==> src/rtl/xip_pkg.sv <==
// Shared types and constants of the execute-in-place page cache.
package xip_pkg;

    localparam int unsigned CfgIdxW = 3;
    localparam int unsigned CfgDataW = 64;

    // Number of page entries; the page number and page index ports are sized for it.
    localparam int unsigned PAGES = 16;

    typedef enum logic [1:0] {
        CMD_FETCH = 2'd0,
        CMD_PAGE_CFG = 2'd1,
        CMD_REFILL_DONE = 2'd2,
        CMD_UNUSED = 2'd3
    } t_cmd;

    typedef enum logic [2:0] {
        ST_HIT = 3'd0,
        ST_REFILL = 3'd1,
        ST_BUSY = 3'd2,
        ST_NO_AREA = 3'd3,
        ST_NO_PAGE = 3'd4,
        ST_DONE = 3'd5
    } t_status;

    localparam logic [CfgIdxW-1:0] REG_AREA0_ADDR = 3'd0;
    localparam logic [CfgIdxW-1:0] REG_AREA1_ADDR = 3'd1;
    localparam logic [CfgIdxW-1:0] REG_AREA2_ADDR = 3'd2;
    localparam logic [CfgIdxW-1:0] REG_AREA0_GEOM = 3'd3;
    localparam logic [CfgIdxW-1:0] REG_AREA1_GEOM = 3'd4;
    localparam logic [CfgIdxW-1:0] REG_AREA2_GEOM = 3'd5;

    localparam logic [31:0] LOCAL_REGION = 32'h1c00_0000;
    localparam logic [31:0] LOCAL_OFFSET_MASK = 32'h001f_ffff;
    localparam logic [31:0] TAG_DROP_BIT = 32'h2000_0000;

    // One classified item, passed from the front to the back.
    typedef struct packed {
        t_cmd cmd;
        logic area_ok;
        logic [1:0] area;
        logic [31:0] addr;
        logic [31:0] tag;
        logic [31:0] offset;
        logic [16:0] size;
        logic [31:0] ext_base;
        logic wr;
        logic [4:0] pnum;
        logic [31:0] setting;
    } t_item;

endpackage

==> src/rtl/execute_in_place_page_cache.sv <==
// Top level of the execute-in-place page cache.
// Each item is classified in the front end (window match, tag) as it is pushed,
// waits in a two-entry queue and is executed by the back end against all pages
// at once; results leave through a one-entry output register. Between a push and
// its result lie the queue entry and the output register, and the block sustains one
// item per cycle when pop keeps up. With pop held off, three items fill the
// block and full stays high until the result is popped. The user must write
// configuration only while idle; the block itself does not enforce it.
module execute_in_place_page_cache (
    input  logic        i_clk,
    input  logic        i_rst_n,
    input  logic        i_cfg_we,
    input  logic [2:0]  i_cfg_idx,
    input  logic [63:0] i_cfg_data,
    input  logic        push,
    output logic        full,
    input  logic [1:0]  i_cmd,
    input  logic [31:0] i_fetch_address,
    input  logic        i_fetch_write,
    input  logic [3:0]  i_page_number,
    input  logic [31:0] i_page_setting,
    output logic        empty,
    input  logic        pop,
    output logic [2:0]  o_status,
    output logic [1:0]  o_area_hit,
    output logic [3:0]  o_page_used,
    output logic [31:0] o_local_address,
    output logic [31:0] o_external_address,
    output logic [16:0] o_refill_bytes,
    output logic        o_refill_write
);
    xip_pkg::t_item f_item, q_item;
    logic q_empty, take;

    xip_front u_front (
        .i_clk, .i_rst_n, .i_cfg_we, .i_cfg_idx, .i_cfg_data,
        .i_cmd, .i_fetch_address, .i_fetch_write,
        .i_page_number, .i_page_setting, .o_item(f_item)
    );

    xip_queue #(.W($bits(xip_pkg::t_item))) u_queue (
        .i_clk, .i_rst_n, .i_push(push), .i_data(f_item), .o_full(full),
        .i_pop(take), .o_empty(q_empty), .o_data(q_item)
    );

    xip_back u_back (
        .i_clk, .i_rst_n, .i_valid(!q_empty), .i_item(q_item), .o_take(take),
        .o_empty(empty), .i_pop(pop), .o_status, .o_area_hit, .o_page_used,
        .o_local_address, .o_external_address, .o_refill_bytes, .o_refill_write
    );
endmodule

==> src/rtl/xip_front.sv <==
// Front end: window match and tag formation for each accepted item.
module xip_front (
    input  logic            i_clk,
    input  logic            i_rst_n,
    input  logic            i_cfg_we,
    input  logic [2:0]      i_cfg_idx,
    input  logic [63:0]     i_cfg_data,
    input  logic [1:0]      i_cmd,
    input  logic [31:0]     i_fetch_address,
    input  logic            i_fetch_write,
    input  logic [3:0]      i_page_number,
    input  logic [31:0]     i_page_setting,
    output xip_pkg::t_item  o_item
);
    logic [63:0] r_addr [3];
    logic [18:0] r_geom [3];
    logic [2:0] hit;
    logic [16:0] size [3];
    logic [1:0] w;
    logic [16:0] sz;

    always_ff @(posedge i_clk) begin
        if (!i_rst_n) begin
            for (int k = 0; k < 3; k++) begin
                r_addr[k] <= '0;
                r_geom[k] <= '0;
            end
        end else if (i_cfg_we) begin
            case (i_cfg_idx)
                xip_pkg::REG_AREA0_ADDR: r_addr[0] <= i_cfg_data;
                xip_pkg::REG_AREA1_ADDR: r_addr[1] <= i_cfg_data;
                xip_pkg::REG_AREA2_ADDR: r_addr[2] <= i_cfg_data;
                xip_pkg::REG_AREA0_GEOM: r_geom[0] <= i_cfg_data[18:0];
                xip_pkg::REG_AREA1_GEOM: r_geom[1] <= i_cfg_data[18:0];
                xip_pkg::REG_AREA2_GEOM: r_geom[2] <= i_cfg_data[18:0];
                default: ;
            endcase
        end
    end

    always_comb begin
        for (int k = 0; k < 3; k++) begin
            logic [31:0] span;
            logic [31:0] last;
            size[k] = 17'd512 << r_geom[k][18:16];
            // Count times size is a shift, so the end needs no multiplier.
            span = {16'd0, r_geom[k][15:0]} << (5'd9 + {2'd0, r_geom[k][18:16]});
            last = r_addr[k][31:0] + span;
            hit[k] = (i_fetch_address >= r_addr[k][31:0]) && (i_fetch_address < last);
        end
        w = hit[0] ? 2'd0 : hit[1] ? 2'd1 : 2'd2;
        sz = size[w];
        o_item.cmd = xip_pkg::t_cmd'(i_cmd);
        o_item.area_ok = |hit;
        o_item.area = w;
        o_item.addr = i_fetch_address;
        o_item.offset = i_fetch_address & ({15'd0, sz} - 32'd1);
        o_item.tag = i_fetch_address & ~(({15'd0, sz} - 32'd1) | xip_pkg::TAG_DROP_BIT);
        o_item.size = sz;
        o_item.ext_base = r_addr[w][63:32];
        o_item.wr = i_fetch_write;
        o_item.pnum = {1'b0, i_page_number};
        o_item.setting = i_page_setting;
    end
endmodule

==> src/rtl/xip_queue.sv <==
// Two-entry queue between the front and back ends.
module xip_queue #(
    parameter int unsigned W = 8
) (
    input  logic         i_clk,
    input  logic         i_rst_n,
    input  logic         i_push,
    input  logic [W-1:0] i_data,
    output logic         o_full,
    input  logic         i_pop,
    output logic         o_empty,
    output logic [W-1:0] o_data
);
    logic [W-1:0] r_mem [2];
    logic r_wp, r_rp;
    logic [1:0] r_cnt;

    assign o_full = (r_cnt == 2'd2);
    assign o_empty = (r_cnt == 2'd0);
    assign o_data = r_mem[r_rp];

    always_ff @(posedge i_clk) begin
        if (i_push && !o_full) r_mem[r_wp] <= i_data;
        if (!i_rst_n) begin
            r_wp <= 1'b0;
            r_rp <= 1'b0;
            r_cnt <= 2'd0;
        end else begin
            if (i_push && !o_full) r_wp <= ~r_wp;
            if (i_pop && !o_empty) r_rp <= ~r_rp;
            r_cnt <= r_cnt + {1'b0, i_push && !o_full} - {1'b0, i_pop && !o_empty};
        end
    end
endmodule

==> src/rtl/xip_back.sv <==
// Back end: page lookup, victim choice and page table updates.
module xip_back (
    input  logic           i_clk,
    input  logic           i_rst_n,
    input  logic           i_valid,
    input  xip_pkg::t_item i_item,
    output logic           o_take,
    output logic           o_empty,
    input  logic           i_pop,
    output logic [2:0]     o_status,
    output logic [1:0]     o_area_hit,
    output logic [3:0]     o_page_used,
    output logic [31:0]    o_local_address,
    output logic [31:0]    o_external_address,
    output logic [16:0]    o_refill_bytes,
    output logic           o_refill_write
);
    localparam int unsigned PAGES = xip_pkg::PAGES;
    localparam int unsigned PW = $clog2(PAGES);

    logic [PAGES-1:0] r_valid;
    logic [1:0] r_win [PAGES];
    logic [31:0] r_tag [PAGES];
    logic [31:0] r_base [PAGES];
    logic [PAGES-1:0] r_usable [4];
    logic [PW-1:0] r_vptr;
    logic r_pending;
    logic r_full;

    logic [PAGES-1:0] match, avail, rot;
    logic hit;
    logic [PW-1:0] hidx, vidx, roff;

    assign o_take = i_valid && (!r_full || i_pop);
    assign o_empty = !r_full;

    always_comb begin
        hit = 1'b0;
        hidx = '0;
        for (int k = PAGES - 1; k >= 0; k--) begin
            match[k] = r_valid[k] && (r_win[k] == i_item.area) && (r_tag[k] == i_item.tag);
            if (match[k]) begin
                hit = 1'b1;
                hidx = PW'(k);
            end
        end
        avail = r_usable[i_item.area];
        // Rotate so the round-robin pointer sits at bit 0, then take the first set bit.
        for (int k = 0; k < PAGES; k++)
            rot[k] = avail[(k + int'(r_vptr)) % PAGES];
        roff = '0;
        for (int k = PAGES - 1; k >= 0; k--)
            if (rot[k]) roff = PW'(k);
        vidx = PW'(({1'b0, r_vptr} + {1'b0, roff}) % (PW + 1)'(PAGES));
    end

    always_ff @(posedge i_clk) begin
        if (o_take) begin
            o_status <= xip_pkg::ST_DONE;
            o_area_hit <= '0;
            o_page_used <= '0;
            o_local_address <= '0;
            o_external_address <= '0;
            o_refill_bytes <= '0;
            o_refill_write <= 1'b0;
            if (i_item.cmd == xip_pkg::CMD_FETCH) begin
                if (!i_item.area_ok) begin
                    o_status <= xip_pkg::ST_NO_AREA;
                end else begin
                    o_area_hit <= i_item.area;
                    if (r_pending) begin
                        o_status <= xip_pkg::ST_BUSY;
                    end else if (hit) begin
                        o_status <= xip_pkg::ST_HIT;
                        o_page_used <= 4'(hidx);
                        o_local_address <= r_base[hidx] + i_item.offset;
                    end else if (avail == '0) begin
                        o_status <= xip_pkg::ST_NO_PAGE;
                    end else begin
                        o_status <= xip_pkg::ST_REFILL;
                        o_page_used <= 4'(vidx);
                        o_local_address <= r_base[vidx];
                        o_external_address <= i_item.tag + i_item.ext_base;
                        o_refill_bytes <= i_item.size;
                        o_refill_write <= i_item.wr;
                    end
                end
            end
        end
        if (!i_rst_n) begin
            r_full <= 1'b0;
            r_valid <= '0;
            r_pending <= 1'b0;
            r_vptr <= '0;
            for (int k = 0; k < 4; k++) r_usable[k] <= '0;
            for (int k = 0; k < PAGES; k++) begin
                r_win[k] <= '0;
                r_tag[k] <= '0;
                r_base[k] <= '0;
            end
        end else begin
            if (o_take) r_full <= 1'b1;
            else if (i_pop) r_full <= 1'b0;
            if (o_take) begin
                case (i_item.cmd)
                    xip_pkg::CMD_FETCH: begin
                        if (i_item.area_ok && !r_pending && !hit && avail != '0) begin
                            r_valid[vidx] <= 1'b1;
                            r_win[vidx] <= i_item.area;
                            r_tag[vidx] <= i_item.tag;
                            r_pending <= 1'b1;
                            r_vptr <= PW'(({1'b0, vidx} + 1'b1) % (PW + 1)'(PAGES));
                        end
                    end
                    xip_pkg::CMD_PAGE_CFG: begin
                        if (i_item.pnum < 5'(PAGES)) begin
                            r_valid[PW'(i_item.pnum)] <= 1'b0;
                            r_win[PW'(i_item.pnum)] <= i_item.setting[31:30];
                            r_base[PW'(i_item.pnum)] <= xip_pkg::LOCAL_REGION
                                | (i_item.setting & xip_pkg::LOCAL_OFFSET_MASK);
                            r_usable[i_item.setting[31:30]][PW'(i_item.pnum)] <= 1'b1;
                        end
                    end
                    xip_pkg::CMD_REFILL_DONE: r_pending <= 1'b0;
                    default: ;
                endcase
            end
        end
    end
endmodule

==> config.mk <==
export PLATFORM = sky130hd
export DESIGN_NAME = execute_in_place_page_cache
export DESIGN_NICKNAME = d
export VERILOG_FILES = /design/src/rtl/xip_pkg.sv /design/src/rtl/execute_in_place_page_cache.sv /design/src/rtl/xip_front.sv /design/src/rtl/xip_queue.sv /design/src/rtl/xip_back.sv
export SDC_FILE = /design/constraint.sdc
export NUM_CORES = 2
export LEC_CHECK = 0
export ABC_AREA = 1
export BUFFER_PORTS_ARGS = -buffer_cell sky130_fd_sc_hd__buf_2
export CORE_UTILIZATION = 34
export DETAILED_ROUTE_END_ITERATION = 6
export GPL_ROUTABILITY_DRIVEN = 1
export SYNTH_ARGS = -nofsm -noshare
export SYNTH_HDL_FRONTEND = slang
export SYNTH_SLANG_ARGS = --single-unit
==> constraint.sdc <==
create_clock -name i_clk -period 20.6 [get_ports i_clk]
set_input_delay 2.06 -clock i_clk [delete_from_list [all_inputs] [get_ports i_clk]]
set_output_delay 2.06 -clock i_clk [all_outputs]
set_load 0.03 [all_outputs]
==> impl_table.tex <==
\begin{tabular}{lr}
\hline
Metric & Value \\
\hline
\multicolumn{2}{l}{\textbf{Clock tree}} \\
Maximum clock path buffer count & 3 \\
Clk sinks & approximately 1,400 \\
Latest clock arrival within the worst-skew pair & about 0.84 ns \\
CTS HTree Levels & 4 \\
Clock-pin slew of the registers on the worst-case setup and hold paths & 0.06 ns \\
Root Driver & sky130\_fd\_sc\_hd\_\_clkbuf\_16 \\
Setup repair bufs after CTS & 0 \\
TritonCTS clock tree & done \\
Number of instances resized during post-cts repair & 0 \\
Total CTS buffers & approximately 150 \\
Quantity of hold-fixing buffers added after cts & 0 \\
\multicolumn{2}{l}{\textbf{Timing}} \\
Number of failing hold endpoints at the final stage & 0 \\
Relative max-transition margin & 0.188 \\
Setup TNS & 0 ns \\
Peak Freq & $\sim$0.085 GHz \\
Count of final setup violators & 0 \\
Slew at the pin closest to its max-slew limit & around 1.2 ns \\
Number of pins with negative max-slew slack in the final report & 0 \\
Post-layout minimum cycle time & 11.71 ns \\
Final period util & 0.568 \\
Fin worst setup slack & roughly 9 ns \\
Setup repair after global routing missed its margin & false \\
Clock Skews & around 0.047 ns \\
\multicolumn{2}{l}{\textbf{Worst hold path}} \\
Type of the worst min-delay path & reg2reg \\
Number of cells on the worst hold path & 1 \\
Hold\_sp & u\_queue.r\_rp \\
\multicolumn{2}{l}{\textbf{Synth}} \\
Synth cell types & 64 \\
Count of synthesis-stage warnings from yosys & 0 \\
Synth top area cells & sky130\_fd\_sc\_hd\_\_edfxtp\_1 51\%, sky130\_fd\_sc\_hd\_\_nand2\_1 10\%, sky130\_fd\_sc\_hd\_\_nor2\_1 6.1\% \\
Biggest area consumer among synthesized cells & sky130\_fd\_sc\_hd\_\_edfxtp\_1 \\
Sequential element share of the synthesized area & 0.523 \\
Cell area after synthesis & $\sim$0.08 mm² \\
Number of register bits inferred by synthesis & around 1,400 \\
Area share of the largest cell type after synthesis & 0.512 \\
Synth Instances & 9,117 \\
Post-synthesis average cell area & slightly below 9 µm² \\
\multicolumn{2}{l}{\textbf{Critical path}} \\
Setup crit end kind & flop \\
Worst path arrival time & approximately 12 ns \\
Largest fanout on the critical path & 23 \\
Worst setup path startpoint & u\_front.r\_geom[0][35] \\
Required @ worst endpoint & $\sim$21 ns \\
Setup slack of the most critical reg-to-reg path & 8.89 ns \\
Worst setup SP type & flop \\
Worst path max stage delay & 0.82 ns \\
Critical path's slowest cell & sky130\_fd\_sc\_hd\_\_edfxtp\_1 \\
Worst reg2reg path startpoint & u\_front.r\_geom[0][35] \\
Type of the worst setup path & reg2reg \\
Logic depth of the worst register-to-register path & 43 \\
Reg2Reg Capture Point & u\_queue.r\_mem[1][104] \\
\multicolumn{2}{l}{\textbf{Die}} \\
Effective utilization at floorplan & 0.343 \\
Number of rows in the core area & between 150 and 200 \\
Number of ports placed on the die boundary & 236 \\
Die outline area & about 0.24 mm² \\
Die Span X & 488 µm \\
Vertical die dimension & between 400 and 500 µm \\
Total core area & between 0.2 and 0.25 mm² \\
\multicolumn{2}{l}{\textbf{Outcome}} \\
Failing checks & DRC \\
Outcome & complete, but fails checks \\
\multicolumn{2}{l}{\textbf{Global routing}} \\
Pin count of the biggest net entering global routing & 96 \\
Met2 track utilization from global routing & 0.360 \\
Via count of the first global-routing pass & just over 60,000 \\
Met3 usage in global routing & 0.0367 \\
Wire length of the first global-routing pass & approximately 400,000 µm \\
Global route hottest layer & met2 \\
GR Overflow Total & 0 \\
M1 GR Usage & 0.279 \\
Initial antenna violation count & 19 \\
Aggregate global-route resource usage & 0.221 \\
\multicolumn{2}{l}{\textbf{Pwr}} \\
Power per unit of standard cell area & about 140 mW/mm² \\
Final Total Pwr & about 12,000 µW \\
Lkg Pwr & 0.0376 µW \\
Maximum vdd drop & around 0.00024 V \\
\multicolumn{2}{l}{\textbf{Drt}} \\
Router iterations before antenna repair & 7 \\
Antenna Violating Nets Remaining & 0 \\
Vias after detailed routing & $\sim$65,000 \\
Vias/cell & 5.27 \\
\# DRC & 1 \\
Aggregate routed wire length & between 200,000 and 300,000 µm \\
Routed len/inst & $\sim$22 µm \\
Number of DRC markers after the initial detailed-route iteration & 7,072 \\
\multicolumn{2}{l}{\textbf{Place}} \\
Global placement routability congestion & slightly below 1 \\
Estimated wirelength of the detail-placed design & $\sim$180,000 µm \\
Post-Place Worst Slack & slightly above 9 ns \\
PortBufs & 217 \\
\multicolumn{2}{l}{\textbf{Cells and area}} \\
Area Growth Syn to Fin & 11.1\% \\
Most common cell after layout, fill and taps aside & sky130\_fd\_sc\_hd\_\_nand2\_1 \\
Commonest non-fill, non-tap cells in the layout & 2,148 x sky130\_fd\_sc\_hd\_\_nand2\_1, 1,369 x sky130\_fd\_sc\_hd\_\_edfxtp\_1, 1,293 x sky130\_fd\_sc\_hd\_\_nor2\_1 \\
Proportion of layout cells with a drive suffix above 1 & 0.0774 \\
Post-layout nets & between 9,000 and 10,000 \\
\multicolumn{2}{l}{\textbf{Run}} \\
Count of maximum capacitance violations & 0 \\
\hline
\end{tabular}
-- flip-flops by register name, summed over array words and instances, names as in the netlist, 8 cells and up, named ones only --
name and flops:
u_back.o_refill_bytes 8, u_back.o_external_address 32, u_back.r_valid 16, u_back.r_base 352, u_back.o_local_address 32, u_queue.r_mem 254
u_back.r_tag 352, u_back.r_win 32, u_back.r_usable 64, u_front.r_addr 192, u_front.r_geom 57
-- per-stage QoR --
stage	instance area (µm²)	instances	hold WS [ns]	utilization
after floorplan	80200	9125	0.423	-
after global placement	84200	12100	0.426	0.360
final	89100	12400	0.442	0.381
after global routing	89100	12400	0.473	0.381
after detailed placement	84200	12100	0.434	0.360
after CTS	89100	12400	0.443	0.381
-- worst max path at each step --
stage	depth (start not counted)	slack, ns	to
after floorplan	10	11.14	u_back.r_usable[3][0]
after global placement	43	9.19	u_queue.r_mem[0][105]
after detailed placement	43	9.16	u_queue.r_mem[1][104]
after CTS	43	9.12	u_queue.r_mem[1][104]
after global routing	43	8.06	u_queue.r_mem[1][104]
final	43	8.89	u_queue.r_mem[1][104]
-- cell families (layout without fill, tap and decap cells) --
| group | after synthesis | count (layout) | share of synthesized area |
|---|---|---|---|
| and+or+nand+nor | 4200 | 4200 | 0.216 |
| AOI/OAI and AO/OA | 1484 | 1484 | 0.103 |
| DFF | 1412 | 1412 | 0.523 |
| buffers and inverters | 1390 | 1526 | 0.0707 |
| adders and majority gates | 367 | 367 | 0.0577 |
| xor gates and xnor gates | 227 | 227 | 0.0248 |
| muxes | 36 | 36 | 0.00449 |
| other | 1 | 14 | 0.0000467 |
-- metal layers --
metal | wire [µm] | vias up | part of all wire
met2 | 124000 | 2788 | 0.46
li1 | - | 30600 | -
met3 | 21600 | 634 | 0.081
met5 | 78 | - | 0.00029
met1 | 108000 | 31300 | 0.40
met4 | 15300 | 12 | 0.057
-- cell usage after synthesis, drive strengths merged --
| master | instances |
|---|---|
| o21ai | 684 |
| a31o | 1 |
| nand3b | 113 |
| xnor2 | 132 |
| o31a | 1 |
| nand2 | 2176 |
| nor4 | 14 |
| a31oi | 22 |
| nand4 | 46 |
| edfxtp | 1369 |
| ha | 362 |
| o21a | 17 |
| clkbuf | 305 |
| nor2 | 1321 |
| a41oi | 2 |
| nand3 | 406 |
| a21o | 10 |
| conb | 1 |
| a211oi | 31 |
| mux2i | 36 |
| or4 | 1 |
| o211ai | 24 |
| clkinv | 4 |
| or2 | 41 |
| fa | 5 |
| o221ai | 24 |
| inv | 888 |
| a22o | 8 |
| o2111ai | 5 |
| a2111oi | 4 |
| a21boi | 13 |
| a21oi | 478 |
| o21bai | 7 |
| and2 | 3 |
| buf | 193 |
| a22oi | 3 |
| a221oi | 43 |
| nor3b | 1 |
| o22ai | 101 |
| dfxtp | 43 |
| nor3 | 75 |
| and3 | 3 |
| xor2 | 95 |
| o31ai | 6 |
-- layout make-up --
cell class	instances	area, µm²
Clock inverter	80	878
Fill cell	23300	145000
Antenna cell	5	12.5
Multi-Input combinational cell	6323	32700
Sequential cell	1412	42000
Inverter	892	3360
Tap cell	3132	3920
Timing Repair Buffer	363	2180
Clock buffer	191	4040
-- critical path, delay by kind of cell, from the launching register on --
kind	cells	cell delay, ns
compound gates	15	4.27
simple gates	15	2.61
buf+inv	8	1.95
fa+ha+maj	4	1.68
flops	1	0.82
xor+xnor	1	0.17
-- report_power, final --
part | total (µW) | switching (µW) | internal, µW
clock network | 2760 | 1220 | 1530
logic | 5890 | 4350 | 1540
registers | 3690 | 148 | 3540
(Power assumes the default switching activity.)
